**config.mk**
```make
export PLATFORM = sky130hd
export DESIGN_NAME = sfb_cfg_regs
export DESIGN_NICKNAME = d
export VERILOG_FILES = /design/src/design/sfb_pkg.sv /design/src/design/sfb_cfg_regs.sv
export SDC_FILE = /design/constraint.sdc
export NUM_CORES = 1
export LEC_CHECK = 0
export BUFFER_PORTS_ARGS = -buffer_cell sky130_fd_sc_hd__buf_2
export CAP_MARGIN = 20
export CORE_AREA = 2 2 53 55
export CTS_BUF_LIST = sky130_fd_sc_hd__clkbuf_4 sky130_fd_sc_hd__clkbuf_8 sky130_fd_sc_hd__clkbuf_16
export DETAILED_ROUTE_END_ITERATION = 12
export DIE_AREA = 0 0 55 57
export PLACE_DENSITY = 0.85
export RECOVER_POWER = 100
export SLEW_MARGIN = 10
export SYNTH_ARGS = -nofsm -noshare
export SYNTH_HDL_FRONTEND = slang
export SYNTH_SLANG_ARGS = --single-unit
```
**constraint.sdc**
```tcl
create_clock -name clk_i -period 1.1 [get_ports clk_i]
set_clock_uncertainty 0.1 [all_clocks]
set_input_delay 0.11 -clock clk_i [delete_from_list [all_inputs] [get_ports clk_i]]
set_output_delay 0.11 -clock clk_i [all_outputs]
set_load 0.03 [all_outputs]
```
**src/design/sfb_pkg.sv**
```systemverilog
// Shared types and constants of the scrolling frame buffer.
package sfb_pkg;

  localparam int OP_W       = 3;
  localparam int COORD_W    = 6;
  localparam int VALUE_W    = 32;
  localparam int SIZE_W     = 7;
  localparam int DIV_W      = SIZE_W + 1;
  localparam int CNT_W      = 4;
  localparam int CFG_DATA_W = 32;
  localparam int PADDR_W    = 3;

  localparam logic [SIZE_W-1:0] WIDTH_RST  = SIZE_W'(16);
  localparam logic [SIZE_W-1:0] HEIGHT_RST = SIZE_W'(16);

  typedef enum logic [OP_W-1:0] {
    OP_READ        = 3'd0,
    OP_WRITE       = 3'd1,
    OP_PUSH_RIGHT  = 3'd2,
    OP_PUSH_LEFT   = 3'd3,
    OP_PUSH_BOTTOM = 3'd4,
    OP_PUSH_TOP    = 3'd5
  } op_e;

  typedef enum logic [0:0] {
    REG_WIDTH  = 1'b0,
    REG_HEIGHT = 1'b1
  } reg_e;

  typedef enum logic [3:0] {
    ST_CLEAR,
    ST_IDLE,
    ST_MOD_COFF,
    ST_MOD_PX,
    ST_MOD_ROFF,
    ST_MOD_PY,
    ST_ADDR,
    ST_MEM,
    ST_RESP
  } state_e;

  typedef struct packed {
    logic [SIZE_W-1:0] width;
    logic [SIZE_W-1:0] height;
  } cfg_t;

  typedef struct packed {
    logic              start;
    logic [DIV_W-1:0]  dividend;
    logic [SIZE_W-1:0] divisor;
  } mod_req_t;

  typedef struct packed {
    logic              done;
    logic [SIZE_W-1:0] remainder;
  } mod_rsp_t;

endpackage

```
**src/design/sfb_cfg_regs.sv**
```systemverilog
// APB-style register file holding the width and height in use.
module sfb_cfg_regs import sfb_pkg::*; (
  input  logic                  clk_i,
  input  logic                  rst_ni,
  input  logic                  psel,
  input  logic                  penable,
  input  logic                  pwrite,
  input  logic [PADDR_W-1:0]    paddr,
  input  logic [CFG_DATA_W-1:0] pwdata,
  output logic [CFG_DATA_W-1:0] prdata,
  output logic                  pready,
  output cfg_t                  cfg_o
);

  logic [SIZE_W-1:0] width_q;
  logic [SIZE_W-1:0] height_q;
  logic              wr_en;
  reg_e              sel;

  assign pready = 1'b1;
  assign wr_en  = psel && penable && pwrite;
  assign sel    = reg_e'(paddr[2]);

  always_ff @(posedge clk_i or negedge rst_ni) begin
    if (!rst_ni) begin
      width_q  <= WIDTH_RST;
      height_q <= HEIGHT_RST;
    end else if (wr_en) begin
      unique case (sel)
        REG_WIDTH:  width_q  <= pwdata[SIZE_W-1:0];
        REG_HEIGHT: height_q <= pwdata[SIZE_W-1:0];
        default:    ;
      endcase
    end
  end

  always_comb begin
    unique case (sel)
      REG_WIDTH:  prdata = CFG_DATA_W'(width_q);
      REG_HEIGHT: prdata = CFG_DATA_W'(height_q);
      default:    prdata = '0;
    endcase
  end

  assign cfg_o.width  = width_q;
  assign cfg_o.height = height_q;

endmodule
```
==> qor.txt, run 1 <==
first-pass GRT wire length = 2850 um
DIE AREA = 0.00314 mm^2
critical path arrival = 1.10 ns
vias in the first global route = 615
leakage = 0.662 nW
Crit Path Category = reg -> out
worst IR drop on VDD = 0.00117 V
Cell Pwr Density = 1870 mW/mm^2
combinational share of power = 57.1%
RSZ-0062 raised after global routing = true
most common cell after layout, fill and taps aside = conb_1
cells after synthesis = 66
DR vias/cell = 4.16
Max stage delay on crit path = 0.41 ns
Max Clk Rate = 762 MHz
Skew-Pair Late Insertion Delay = 0.27 ns
Max Cap Viol = 0
final antenna-violating net count = 0
Bufs on Longest Clock Path = 2
Worst Hold Class = in -> async
DRT iter0 DRCs = 1
Total GRT Usage = 12.8%
routed wire length per instance = 13.0 um
slowest CP cell = dfrtp_1
reg-to-reg slack, setup = -0.01 ns
DRT Wirelength = 2000 um
status = finished, violations left
worst path required time = 0.89 ns
Core Util, Final = 49.5%
CTS Root Cell = clkbuf_4
Synth Register Bits = 14
clock share of power = 13.3%
part of the cycle the worst path needs = 119%
Ant. Diodes = 0
largest net degree at the start of global routing = 15
Die Y = 57 um
Post-Syn Area = 840 um^2
PortBufs = 33
Critical path buffers and inverters = 1
Unique masters post-synth = 8
Seq pwr share = 29.7%
final critical-path required period = 1.31 ns
layout cells sized above 1 = 54.9%
CP top delay family = flip-flops
Setup WS pre-CTS = -0.00852 ns
failing checks = negative setup slack
Seq/Total Area, Yosys = 42.0%
setup slack after layout = -0.211 ns
Initial Utilization = 32.1%
CTS tree = done
Core Region = 0.00262 mm^2
Layout Nets = 163
Final Hold Fails = 0
initial antenna violation count = 0
Sw Ratio = 40.3%
Pint = 0.00144 W
dpl hpwl = 1170 um
r2r worst-path depth = 3
fillers = 216
worst r2r dst = height_q[2]
Worst setup SP type = register
cells along the critical path = mux2_4 -> buf_6
chip width = 55 um
Critical Path Fanout Max = 3
Avg Inst Size Synth = 12.7 um^2
Crit Reg-Reg Startpoint = height_q[2]
H-tree levels = 1
Switch Pwr = 0.000974 W
Clk pin slew, worst setup/hold paths = 0.08 ns
Setup Viol. Count Final = 21
commonest non-fill, non-tap cells in the layout = 26 x conb_1, 23 x buf_6, 14 x mux2_2
# IOs = 87
Ys Warns = 0
DRC = 0
Worst Setup End Kind = output pin
GPL Wtd Cong = 0.668
TritonRoute pass-1 iters = 4
cts bufs inserted = 3
# rows = 19
GRT overflow = 0
Sink Count = 14
via count = 636
Layout area overhead = 54.1%
Slew Limit Fails = 0
## routing by layer
layer  routed length (um)  vias to the layer above  share of wire, %  GRT usage (%)
li1                     -                      280                 -              -
met1                  736                      305                37           13.8
met4                    6                        0              0.30           4.53
met2                 1090                       49                55           23.6
met3                  163                        2               8.2           2.36
met5                    0                        -                 0              0
## power by group through the flow
stage	logic, W	registers [W]	clock network [W]
5_1_grt	0.00144	0.000730	0.000352
2_1_floorplan	0.000506	0.000951	0
3_5_place_dp	0.000910	0.000729	0
4_1_cts	0.00127	0.000710	0.000327
6_report	0.00138	0.000718	0.000321
3_3_place_gp	0.000898	0.000713	0
## kinds of logic after synthesis
group	share of synthesized area, %
flops	42.0
simple gates	4.32
mux	28.2
buf+inv	24.6
other cells	0.895
## worst max path at each step
stage,end,depth (start not counted),slack [ns],from
after floorplan,prdata[4],1,0.005,height_q[4]
after global placement,prdata[6],4,0.009,paddr[2]
after detailed placement,height_q[2],3,-0.009,paddr[2]
after CTS,prdata[1],2,-0.21,width_q[1]
after global routing,prdata[2],2,-0.24,height_q[2]
final,prdata[1],2,-0.21,height_q[1]
## cell usage after synthesis
cell type | n | area (um^2)
buf_4 | 26 | 195
mux2_2 | 21 | 236
dfrtp_1 | 12 | 300
conb_1 | 2 | 7.51
dfstp_2 | 2 | 52.6
buf_6 | 1 | 11.3
nand4_2 | 1 | 12.5
nand4b_4 | 1 | 23.8
## stage by stage
step	total power, W	setup TNS [ns]	hold slack [ns]	instance area (um^2)	cells
after floorplan	0.00146	0	-0.286	930	90
after global placement	0.00161	0	-0.0930	947	128
after CTS	0.00230	-1.83	0.152	1230	149
final	0.00242	-1.91	0.174	1290	153
after global routing	0.00252	-2.61	0.192	1290	153
after detailed placement	0.00164	-0.00852	-0.0809	947	128
## layout make-up
type	count	area (um^2)	share of cell area (%)
Clock buffer	4	30.0	2.32
Timing Repair Buffer	55	475	36.8
Tap cell	31	38.8	3.00
Multi-Input combinational cell	49	397	30.7
Sequential cell	14	353	27.3
## state kept, by name, indices dropped and copies added (netlist names)
name,count
height_q,7
width_q,7
## what timing repair did
item | 4_1_cts | 5_1_grt
setup buffers | 9 | 8
gates resized for setup | 35 | 27
hold buffers | 8 | 0
gates cloned | 0 | 0
endpoints found under the hold margin | 28 | 0
endpoints found under the setup margin | 9 | 21
pin swaps | 0 | 0
Note: power is estimated with default switching activity, not from simulation.
==> inputs of run 2 (changes only) <==
- ABC_AREA: default -> 1
- CORE_AREA: 2 2 53 55 -> 2 2 54 56
- DIE_AREA: 0 0 55 57 -> 0 0 56 58
- PLACE_DENSITY: 0.85 -> 0.84
- clock period: 1.1 -> 1.3 ns (I/O delays scaled with it)
==> qor.txt, run 2 <==
final critical-path required period = 1.30 ns
worst path required time = 1.07 ns (+0.18 ns)
vias in the first global route = 644 (+4.7%)
met2 GRT Util = 18.7% (-5.0 points)
DR vias/cell = 3.95 (-5.1%)
Setup Viol. Count Final = 0 (-100%)
Main synth FF type = dfrtp_1
largest registers = height_q: 7 flops, width_q: 7 flops
met3 Use GR = 1.79% (-0.57 points)
Layout Nets = 198 (+21%)
first-pass GRT wire length = 2820 um (-0.95%)
most common cell after layout, fill and taps aside = nand2_1
Bufs on Longest Clock Path = 2 (unchanged)
critical path arrival = 1.07 ns (-0.03 ns)
Ant. Diodes = 0 (unchanged)
Multi-input gate area = 385 um^2 (-2.8%)
Worst setup SP type = register
initial antenna violation count = 0 (unchanged)
DRC = 0 (unchanged)
dpl hpwl = 1390 um (+19%)
Unique masters post-synth = 12 (+4)
GRT met1 Usage = 13.6% (-0.24 points)
cells after synthesis = 115 (+74%)
Worst Tran Pin Value = 0.720 ns
worst IR drop on VDD = 0.000530 V (-55%)
Core Region = 0.00266 mm^2 (+1.8%)
chip width = 56 um (+1.8%)
Crit Path Category = reg -> out
part of the cycle the worst path needs = 99.9%
Critical Path Fanout Max = 3 (unchanged)
layout cells sized above 1 = 25.5% (-29 points)
asr flop ratio synth = 100% (unchanged)
Core Util, Final = 41.3% (-8.2 points)
Initial Utilization = 32.9% (+0.84 points)
FF+latch area = 353 um^2 (unchanged)
Max Cap Viol = 0 (unchanged)
Clk pin slew, worst setup/hold paths = 0.09 ns (about the same)
DRT iter0 DRCs = 7 (+6)
number of flops mapped to enable cells by yosys = 0 (unchanged)
status = complete, no violations
H-tree levels = 1 (unchanged)
Worst Hold Class = in -> reg
Layout area overhead = 25.4%
Slew Limit Fails = 0 (unchanged)
Top Usage Layer GRT = met2
CTS tree = done
# rows = 19 (unchanged)
area leader, netlist = dfrtp_1
commonest non-fill, non-tap cells in the layout = 50 x nand2_1, 26 x conb_1, 17 x clkbuf_2
cts bufs inserted = 3 (unchanged)
RSZ-0062 raised after global routing = true
PortBufs = 33 (unchanged)
Synth top cells by count = 50 x nand2_1, 26 x buf_4, 14 x nand3_1, 12 x dfrtp_1, 3 x buf_2
Worst Setup End Kind = output pin
Cell Pwr Density = 1430 mW/mm^2 (-23%)
fillers = 287 (+33%)
Total GRT Usage = 11.4% (-1.4 points)
Sink Count = 14 (unchanged)
Yosys top cell area share = 34.2% (-1.5 points)
Post-Syn Area = 877 um^2 (+4.5%)
routed wire length per instance = 9.72 um (-25%)
setup TNS = 0 ns (+1.91 ns)
Synth Register Bits = 14 (unchanged)
Slew HR = 52.0%
Max Clk Rate = 770 MHz
Seq/Total Area, Yosys = 40.2% (-1.8 points)
Post-CTS Setup Bufs = 0 (-9)
Avg Inst Size Synth = 7.63 um^2 (-40%)
# IOs = 87 (unchanged)
via count = 742 (+17%)
GRT overflow = 0 (unchanged)
Die Y = 58 um (+1.8%)
DRT Wirelength = 1830 um (-8.4%)
ranking of synthesized cells by area = dfrtp_1 34%, buf_4 22%, nand2_1 21%, nand3_1 8.0%, dfstp_2 6.0%
Ys Warns = 0 (unchanged)
GPL Wtd Cong = 0.733 (+9.6%)
most frequent cell after synthesis = nand2_1
CTS Root Cell = clkbuf_4
TritonRoute pass-1 iters = 3 (-1)
Final Hold Fails = 0 (unchanged)
Skew-Pair Late Insertion Delay = 0.27 ns (about the same)
final antenna-violating net count = 0 (unchanged)
DIE AREA = 0.00325 mm^2 (+3.6%)
largest net degree at the start of global routing = 15 (unchanged)
leakage = 0.648 nW (-2.2%)
-- run 2: changes by cell type in the layout (fill, tap and decap cells not counted), sizes merged --
| cell | before | now |
|---|---|---|
| nand2 | 0 | 50 |
| buf | 37 | 13 |
| mux2 | 21 | 0 |
| nand3 | 0 | 14 |
| clkbuf | 14 | 27 |
| inv | 0 | 2 |
| nand4 | 1 | 2 |
| nand4b | 1 | 0 |
| nor2 | 0 | 1 |
-- run 2: report_power, final --
part	total [W]	internal, W	switching, W
Sequential	0.000587	0.000526	0.0000610
Combinational	0.000672	0.000171	0.000501
Clock	0.000314	0.000170	0.000144
Total	0.00157	0.000867	0.000706
-- run 2: kinds of logic (layout without fill, tap and decap cells) --
kind of cell,Yosys count,in the layout,synth area share [%]
buf+inv,32,50,26.1
flops,14,14,40.2
other cells,2,26,0.856
simple gates,67,67,32.8
-- run 2: per-layer routing --
layer	up-vias	wire [um]
met5	-	0
met4	0	27
met3	2	147
met2	32	905
met1	320	746
li1	388	-
-- run 2: final cells by class --
| cell class | count | share of cell area [%] |
|---|---|---|
| Clock buffer | 4 | 3.30 |
| Inverter | 2 | 0.683 |
| Multi-Input combinational cell | 93 | 35.0 |
| Sequential cell | 14 | 32.1 |
| Tap cell | 31 | 3.53 |
| Timing Repair Buffer | 44 | 25.4 |
-- run 2: per-stage QoR --
stage / hold WS [ns] / instance area (um^2) / setup WS [ns] / power, W / instances
4_1_cts: 0.0936 / 1110 / -0.0126 / 0.00159 / 188
6_report: 0.101 / 1100 / 0.00192 / 0.00157 / 188
5_1_grt: 0.121 / 1100 / -0.0342 / 0.00166 / 188
3_5_place_dp: -0.0645 / 985 / 0.265 / 0.00125 / 176
2_1_floorplan: -0.266 / 967 / 0.167 / 0.00112 / 139
3_3_place_gp: -0.0671 / 985 / 0.267 / 0.00124 / 176
-- run 2: critical path, stage by stage, from the launching register on --
cell	delay, ns
dfstp_2	0.55
nand2_1	0.05
nand2_1	0.07
buf_6	0.13
-- run 2: final timing paths --
check	startpoint	slack (ns)	cells past startpoint	endpoint
worst max-delay path	width_q[4]	0.002	3	prdata[4]
worst min-delay path	paddr[2]	0.10	4	width_q[1]
worst max register to register	height_q[4]	0.48	2	height_q[4]
worst min register to register	width_q[4]	0.38	2	width_q[4]
max in group asynchronous	rst_ni	0.33	2	height_q[2]
min in group asynchronous	rst_ni	0.32	2	height_q[3]
-- run 2: repair_timing --
item                       CTS  global route
resized for setup            2             0
pin swaps                    2             0
hold buffers                 8             0
hold endpoints to repair    27             0
setup endpoints to repair    1             1
