--- src/design/sfb_pkg.sv ---
// Shared types and constants of the scrolling frame buffer.
package sfb_pkg;

  localparam int OP_W       = 3;
  localparam int COORD_W    = 6;
  localparam int VALUE_W    = 32;
  localparam int SIZE_W     = 7;
  localparam int DIV_W      = SIZE_W + 1;
  localparam int CNT_W      = 4;
  localparam int CFG_DATA_W = 32;
  localparam int PADDR_W    = 3;

  localparam logic [SIZE_W-1:0] WIDTH_RST  = SIZE_W'(16);
  localparam logic [SIZE_W-1:0] HEIGHT_RST = SIZE_W'(16);

  typedef enum logic [OP_W-1:0] {
    OP_READ        = 3'd0,
    OP_WRITE       = 3'd1,
    OP_PUSH_RIGHT  = 3'd2,
    OP_PUSH_LEFT   = 3'd3,
    OP_PUSH_BOTTOM = 3'd4,
    OP_PUSH_TOP    = 3'd5
  } op_e;

  typedef enum logic [0:0] {
    REG_WIDTH  = 1'b0,
    REG_HEIGHT = 1'b1
  } reg_e;

  typedef enum logic [3:0] {
    ST_CLEAR,
    ST_IDLE,
    ST_MOD_COFF,
    ST_MOD_PX,
    ST_MOD_ROFF,
    ST_MOD_PY,
    ST_ADDR,
    ST_MEM,
    ST_RESP
  } state_e;

  typedef struct packed {
    logic [SIZE_W-1:0] width;
    logic [SIZE_W-1:0] height;
  } cfg_t;

  typedef struct packed {
    logic              start;
    logic [DIV_W-1:0]  dividend;
    logic [SIZE_W-1:0] divisor;
  } mod_req_t;

  typedef struct packed {
    logic              done;
    logic [SIZE_W-1:0] remainder;
  } mod_rsp_t;

endpackage

--- src/design/sfb_mod_unit.sv ---
// Bit-serial restoring remainder unit shared by all coordinate reductions.
module sfb_mod_unit import sfb_pkg::*; (
  input  logic     clk_i,
  input  logic     rst_ni,
  input  mod_req_t req_i,
  output mod_rsp_t rsp_o
);

  logic [DIV_W-1:0]  a_q;
  logic [SIZE_W-1:0] m_q;
  logic [SIZE_W-1:0] rem_q;
  logic [CNT_W-1:0]  cnt_q;
  logic              busy_q;
  logic              done_q;
  logic [DIV_W-1:0]  trial;
  logic [DIV_W-1:0]  rem_next;

  // While a pass is running, one dividend bit enters the partial remainder per cycle.
  assign trial = {rem_q, a_q[DIV_W-1]};

  always_comb begin
    if (trial >= {1'b0, m_q}) begin
      rem_next = trial - {1'b0, m_q};
    end else begin
      rem_next = trial;
    end
  end

  always_ff @(posedge clk_i or negedge rst_ni) begin
    if (!rst_ni) begin
      busy_q <= 1'b0;
      done_q <= 1'b0;
      cnt_q  <= '0;
    end else if (req_i.start) begin
      busy_q <= 1'b1;
      done_q <= 1'b0;
      cnt_q  <= CNT_W'(DIV_W);
    end else if (busy_q) begin
      cnt_q <= cnt_q - CNT_W'(1);
      if (cnt_q == CNT_W'(1)) begin
        busy_q <= 1'b0;
        done_q <= 1'b1;
      end
    end else begin
      done_q <= 1'b0;
    end
  end

  always_ff @(posedge clk_i) begin
    if (req_i.start) begin
      a_q   <= req_i.dividend;
      m_q   <= req_i.divisor;
      rem_q <= '0;
    end else if (busy_q) begin
      a_q   <= {a_q[DIV_W-2:0], 1'b0};
      rem_q <= rem_next[SIZE_W-1:0];
    end
  end

  assign rsp_o.done      = done_q;
  assign rsp_o.remainder = rem_q;

endmodule

--- config.mk ---
export PLATFORM = sky130hd
export DESIGN_NAME = sfb_mod_unit
export DESIGN_NICKNAME = d
export VERILOG_FILES = /design/src/design/sfb_pkg.sv /design/src/design/sfb_mod_unit.sv
export SDC_FILE = /design/constraint.sdc
export NUM_CORES = 1
export LEC_CHECK = 0
export BUFFER_PORTS_ARGS = -buffer_cell sky130_fd_sc_hd__clkbuf_2
export CORE_ASPECT_RATIO = 0.75
export CORE_MARGIN = 3
export CORE_UTILIZATION = 55
export DETAILED_ROUTE_END_ITERATION = 7
export PLACE_DENSITY = 0.78
export SLEW_MARGIN = 5
export SYNTH_ARGS = -nofsm -noshare
export SYNTH_HDL_FRONTEND = slang
export SYNTH_SLANG_ARGS = --single-unit
--- constraint.sdc ---
create_clock -name clk_i -period 2.4 [get_ports clk_i]
set_clock_uncertainty 0.15 [all_clocks]
set_input_delay 0.36 -clock clk_i [delete_from_list [all_inputs] [get_ports clk_i]]
set_output_delay 0.36 -clock clk_i [all_outputs]
set_load 0.05 [all_outputs]
==> summary.md, run 1 <==
| Metric | Value |
|---|---|
| Run status | `complete, no violations` |
| Sequential area share after synthesis | `46.9%` |
| Global-route wire length before repair | `5220 um` |
| Worst reg2reg path depth | `8` |
| Die width | `67.8 um` |
| Ports | `26` |
| Setup_tns | `0 ps` |
| Via density | `5.67` |
| Reg-to-reg slack, setup | `210 ps` |
| WP data arrival | `2240 ps` |
| Crit end category | `flip-flop` |
| Worst Hold Slack | `98.5 ps` |
| Largest stage delay, worst path | `400 ps` |
| Tmin final | `2190 ps` |
| Number of DRC markers in iteration 0 | `68` |
| Worst Path Required | `2450 ps` |
| Setup violations, final | `0` |
| Total power | `2.07 mW` |
| Antenna violations before repair | `0` |
| Worst hold path class | `input pin to flip-flop` |
| CP Max Fanout | `10` |
| Max-Cap Viols | `0` |
| Final hold violation count | `0` |
| Synth warnings | `0` |
| Worst slew margin relative to its limit | `66.5%` |
| Initial Util | `59.3%` |
| Layout cells sized above 1 | `26.0%` |
| Port Buffers | `25` |
| DP HPWL | `2310 um` |
| Peak Freq | `0.456 GHz` |
| Primary FF master, synth | `edfxtp_1` |
| Critical-path top delay cell | `fa_1` |
| Die area | `3550 um^2` |
| Antenna diode instance count | `0` |
| Grt ovf | `0` |
| Clock Latency Late Sink | `280 ps` |
| Nets@finish | `198` |
| Clock sinks | `28` |
| Post-synth ARST share | `21.4%` |
| Total nets after synthesis | `172` |
| Gate Count Post-Synth | `144` |
| Mean area per synthesized cell | `11.0 um^2` |
| Vias in the first global route | `1148` |
| Die Span Y | `52.4 um` |
| Routed len/inst | `14.9 um` |
| Post-Syn Area | `1580 um^2` |
| Critical path, cell by cell | `inv_1, ha_1, inv_1, fa_1, nand3_1, a31o_1, nand3_1, a311oi_2` |
| CP startpoint | `a_q[7]$_DFFE_PP_` |
| Pin count of the biggest net entering global routing | `21` |
| Clk buf depth | `2` |
| CTS root buffer | `clkbuf_8` |
| DRT antenna net count | `0` |
| Crit start category | `flip-flop` |
| CTS tree | `done` |
| Final Cycle Share | `91.4%` |
| Crit path kind | `flip-flop to flip-flop` |
| Gr usage total | `19.7%` |
| Synth top area share | `28.5%` |
| RSZ-0062 raised after global routing | `false` |
| Num CTS Buffers | `3` |
| EDFF count, synth | `15` |
| Slew Limit Fails | `0` |
| Row cnt | `16` |
| Worst R2R End | `rem_q[0]$_SDFFE_PP0P_` |
| Area Overhead vs Synth | `13.2%` |
| Gpl congestion | `0.820` |
| Core area | `2660 um^2` |
| Vias | `1162` |
| Worst vdd ir | `0.585 mV` |
| DRC | `0` |
| Top cells by area, synth | `edfxtp_1, dfrtp_1, dfxtp_1, ha_1, mux2_2` |
| Crit path to | `rem_q[0]$_SDFFE_PP0P_` |
| RR Startpoint | `a_q[7]$_DFFE_PP_` |
| Worst Tran Pin Value | `502 ps` |
| H-tree Lvls | `1` |
| Routed WL | `3050 um` |
| Leak | `0.841 nW` |
| FF+latch count, synth | `28` |
| Hold path cells | `1` |
| Pre-Repair DR Iteration Count | `4` |
| Post-synth top area cell | `edfxtp_1` |
| Cell variety after synth | `48` |
| Cell Pwr Density | `1160 nW/um^2` |
| Reg clk slew, reported paths | `100 ps` |
-- layer usage --
metal	global-route usage (%)	vias to the layer above	share of wire (%)
met5	0	-	0
met4	1.98	0	0.33
met3	4.51	3	4.0
met2	33.4	23	49
met1	26.7	562	47
li1	-	574	-
-- critical path, delay by kind of cell (launching register included) --
kind | cells | cell delay, ps
and+or+nand+nor | 2 | 260
DFF | 1 | 390
AOI/OAI and AO/OA | 2 | 620
adders and majority gates | 2 | 560
buffers and inverters | 2 | 120
-- state kept, by name, indices dropped and copies added (netlist names) --
| name | cells |
|---|---|
| done_q | 1 |
| cnt_q | 4 |
| rem_q | 7 |
| busy_q | 1 |
| m_q | 7 |
| a_q | 8 |
-- report_power, final --
part | internal (mW) | total (mW) | switching, mW
Combinational | 0.416 | 1.04 | 0.622
Sequential | 0.625 | 0.732 | 0.107
Clock | 0.147 | 0.297 | 0.150
-- synthesized netlist by cell type, types with 2 or more instances --
library cell and count:
nor2b_1 3, clkbuf_1 3, ha_1 9, a21oi_1 2, nand3_1 5, dfxtp_1 7
o21ai_0 2, xnor2_1 5, a31oi_1 4, nand2_1 8, a211oi_1 2, edfxtp_1 15
a21o_1 2, inv_1 13, nor2_1 9, dfrtp_1 6, and3_1 10, o31ai_1 2
nor3b_1 2, mux2_2 7
-- metrics by stage --
step / instances / cell area (um^2) / setup WS [ps] / util, %
finish: 205 / 1790 / 206 / 67.1
global route: 205 / 1790 / 71.7 / 67.1
CTS: 205 / 1790 / 206 / 67.1
detailed placement: 200 / 1720 / 240 / 64.6
global placement: 200 / 1720 / 316 / 64.6
floorplan: 144 / 1580 / 218 / -
-- worst min path at each step --
stage | from | endpoint | slack (ps)
3_3_place_gp | rst_ni | cnt_q[0]$_DFFE_PN0P_ | 40
6_report | req_i[6] | m_q[6]$_DFFE_PP_ | 100
3_5_place_dp | rst_ni | cnt_q[1]$_DFFE_PN0P_ | 40
2_1_floorplan | rst_ni | busy_q$_DFF_PN0_ | -90
4_1_cts | req_i[6] | m_q[6]$_DFFE_PP_ | 90
5_1_grt | req_i[4] | m_q[4]$_DFFE_PP_ | 90
-- layout make-up --
class                      count  area, um^2
inverter                      13        48.8
multi-input combinational     97         753
tap                           36        45.0
fill                         226         877
timing repair buffer          27         143
sequential                    28         741
clock buffer                   4        55.1
-- cell families after synthesis --
logic type | Yosys count | share of synthesized area [%]
simple gates | 47 | 16.5
flops | 28 | 46.9
compound gates | 27 | 14.5
buf+inv | 19 | 5.31
fa+ha+maj | 10 | 8.41
mux | 7 | 5.00
xor+xnor | 6 | 3.33
-- cell usage in the layout, fill, tap and decap left out, types with 2 or more instances in the layout --
cell	n
nor3b_1	2
nor2_1	9
clkbuf_2	25
dfrtp_1	6
nor2b_1	3
xnor2_1	5
ha_1	9
mux2_2	7
clkbuf_8	4
a31oi_1	4
o21ai_0	2
dfxtp_1	7
a21oi_1	2
inv_1	13
nand2_1	8
edfxtp_1	15
nand3_1	5
a211oi_1	2
and3_1	10
o31ai_1	2
a21o_1	2
-- what timing repair did --
action                    in CTS  in global routing
setup buffers                  0                  0
hold buffers                   1                  0
gates resized for setup        0                  0
hold endpoints to repair       6                  0
Note: power is estimated with default switching activity, not from simulation.
==> run 2: changes to the inputs <==
--- a/config.mk
+++ b/config.mk
@@ -8,9 +8,10 @@
 export BUFFER_PORTS_ARGS = -buffer_cell sky130_fd_sc_hd__clkbuf_2
 export CORE_ASPECT_RATIO = 0.75
 export CORE_MARGIN = 3
-export CORE_UTILIZATION = 55
+export CORE_UTILIZATION = 50
 export DETAILED_ROUTE_END_ITERATION = 7
-export PLACE_DENSITY = 0.78
+export MAX_ROUTING_LAYER = met4
+export PLACE_DENSITY = 0.72
 export SLEW_MARGIN = 5
 export SYNTH_ARGS = -nofsm -noshare
 export SYNTH_HDL_FRONTEND = slang
==> summary.md, run 2 (synthesis gave the netlist of run 1 again) <==
| Metric | Value |
|---|---|
| Multi-input gate area | `753 um^2 (unchanged)` |
| Top Usage Layer GRT | `met2` |
| Fin cells | `205 (unchanged)` |
| DP HPWL | `2370 um (+2.6%)` |
| Area Overhead vs Synth | `12.5%` |
| Worst Path Required | `2440 ps (about the same)` |
| Port Buffers | `25 (unchanged)` |
| Worst R2R End | `rem_q[0]$_SDFFE_PP0P_` |
| Placed cells | `200 (unchanged)` |
| Worst reg2reg path depth | `8 (unchanged)` |
| Final hold violation count | `0 (unchanged)` |
| Num CTS Buffers | `3 (unchanged)` |
| Dpl ws | `206 ps (-33.9 ps)` |
| Gpl congestion | `0.747 (-8.9%)` |
| Max reg flops | `8 (unchanged)` |
| Most frequent cells in the layout | `clkbuf_2, edfxtp_1, inv_1` |
| Clock sinks | `28 (unchanged)` |
| Worst slew margin relative to its limit | `67.1% (+0.54 points)` |
| Placed Area | `1720 um^2 (unchanged)` |
| Slew Limit Fails | `0 (unchanged)` |
| Number of DRC markers in iteration 0 | `72 (+5.9%)` |
| Nets@finish | `198 (unchanged)` |
| Clock Latency Late Sink | `280 ps (about the same)` |
| Cell Pwr Density | `1150 nW/um^2 (-0.91%)` |
| Reg-to-reg slack, setup | `300 ps (+90 ps)` |
| CP Max Fanout | `10 (unchanged)` |
| DRC | `0 (unchanged)` |
| Vias | `1152 (-0.86%)` |
| Largest Register | `a_q` |
| Gr usage total | `18.4% (-1.3 points)` |
| Post-layout util | `63.3% (-3.7 points)` |
| Setup ws final | `299 ps (+93.4 ps)` |
| Total power | `2.04 mW (-1.5%)` |
| Hold path cells | `1 (unchanged)` |
| Ports | `26 (unchanged)` |
| Die width | `70.9 um (+4.5%)` |
| Design area | `1780 um^2 (-0.56%)` |
| Final Cycle Share | `87.5% (-3.9 points)` |
| Pre-Repair DR Iteration Count | `4 (unchanged)` |
| Setup repair bufs after CTS | `0 (unchanged)` |
| Worst Hold Launch | `req_i[5]` |
| Setup violations, final | `0 (unchanged)` |
| Global-route met1 utilization | `25.7% (-0.93 points)` |
| Tmin final | `2100 ps (-93.4 ps)` |
| Initial Util | `56.3% (-3.0 points)` |
| Worst hold path class | `input pin to flip-flop` |
| Row cnt | `16 (unchanged)` |
| Grt ovf | `0 (unchanged)` |
| Worst Tran Pin Value | `494 ps (-8.07 ps)` |
| CTS tree | `done` |
| Routed len/inst | `15.1 um (+1.6%)` |
| RSZ-0062 raised after global routing | `false` |
| Vias in the first global route | `1114 (-3.0%)` |
| DRT antenna net count | `0 (unchanged)` |
| Layout cells sized above 1 | `26.0% (unchanged)` |
| Crit start category | `flip-flop` |
| Worst Hold Slack | `101 ps (+2.31 ps)` |
| Global-route wire length before repair | `5240 um (+0.27%)` |
| Core area | `2800 um^2 (+5.3%)` |
| Die Span Y | `54.7 um (+4.3%)` |
| Reg clk slew, reported paths | `90 ps (about the same)` |
| Max-Cap Viols | `0 (unchanged)` |
| Antenna diode instance count | `0 (unchanged)` |
| RR Startpoint | `a_q[7]$_DFFE_PP_` |
| Crit end category | `flip-flop` |
| Setup_tns | `0 ps (unchanged)` |
| M3 GR Usage | `3.30% (-1.2 points)` |
| Biggest regs | `a_q x8, m_q x7, rem_q x7` |
| Via density | `5.62 (-0.86%)` |
| Fill cell count | `239 (+5.8%)` |
| Pin count of the biggest net entering global routing | `17 (-19%)` |
| Hold Path Sink | `m_q[5]$_DFFE_PP_` |
| Die area | `3870 um^2 (+9.0%)` |
| Worst vdd ir | `0.595 mV (+1.7%)` |
| H-tree Lvls | `1 (unchanged)` |
| CTS root buffer | `clkbuf_8` |
| Commonest non-fill, non-tap cell in the layout | `clkbuf_2` |
| Register area | `741 um^2 (unchanged)` |
| Run status | `complete, no violations` |
| Routed WL | `3100 um (+1.6%)` |
| WP data arrival | `2150 ps (-90 ps)` |
| Clk buf depth | `2 (unchanged)` |
| Leak | `0.835 nW (-0.69%)` |
| Peak Freq | `0.476 GHz (+4.4%)` |
| Antenna violations before repair | `0 (unchanged)` |
| Crit path kind | `flip-flop to flip-flop` |
| Met2 usage | `28.5% (-5.0 points)` |
run 2: critical path: stages, from the launching register on:
cell,delay [ps]
edfxtp_1,400
inv_1,70
ha_1,170
inv_1,60
fa_1,400
nand3_1,130
a31o_2,290
nand3_1,120
a311oi_2,240
run 2: report_power, final:
| group | leakage (nW) | switching, mW | internal [mW] |
|---|---|---|---|
| registers | 0.283 | 0.105 | 0.625 |
| logic | 0.529 | 0.629 | 0.416 |
| clock network | 0.0231 | 0.145 | 0.115 |
| total | 0.835 | 0.879 | 1.16 |
run 2: cell type report:
| type | instances | share of cell area [%] |
|---|---|---|
| sequential | 28 | 41.7 |
| clock inverter | 1 | 0.211 |
| clock buffer | 3 | 2.33 |
| multi-input combinational | 97 | 42.4 |
| inverter | 13 | 2.75 |
| tap | 36 | 2.54 |
| timing repair buffer | 27 | 8.03 |
run 2: repair_timing:
item	CTS	global route
endpoints found under the setup margin	0	1
endpoints found under the hold margin	6	0
hold buffers	1	0
gates resized for setup	0	1
run 2: worst max path at each step:
stage	from	to	slack (ps)
global route	a_q[7]$_DFFE_PP_	rem_q[0]$_SDFFE_PP0P_	120
CTS	a_q[7]$_DFFE_PP_	rem_q[0]$_SDFFE_PP0P_	180
global placement	a_q[7]$_DFFE_PP_	rem_q[0]$_SDFFE_PP0P_	310
finish	a_q[7]$_DFFE_PP_	rem_q[0]$_SDFFE_PP0P_	300
detailed placement	a_q[7]$_DFFE_PP_	rem_q[0]$_SDFFE_PP0P_	210
floorplan	rem_q[4]$_SDFFE_PP0P_	rem_q[2]$_SDFFE_PP0P_	220
run 2: metal layers:
| metal | part of all wire, % | up-vias |
|---|---|---|
| met2 | 45 | 22 |
| met4 | 0.68 | 0 |
| met3 | 3.8 | 3 |
| met1 | 51 | 553 |
| met5 | 0 | - |
| li1 | - | 574 |
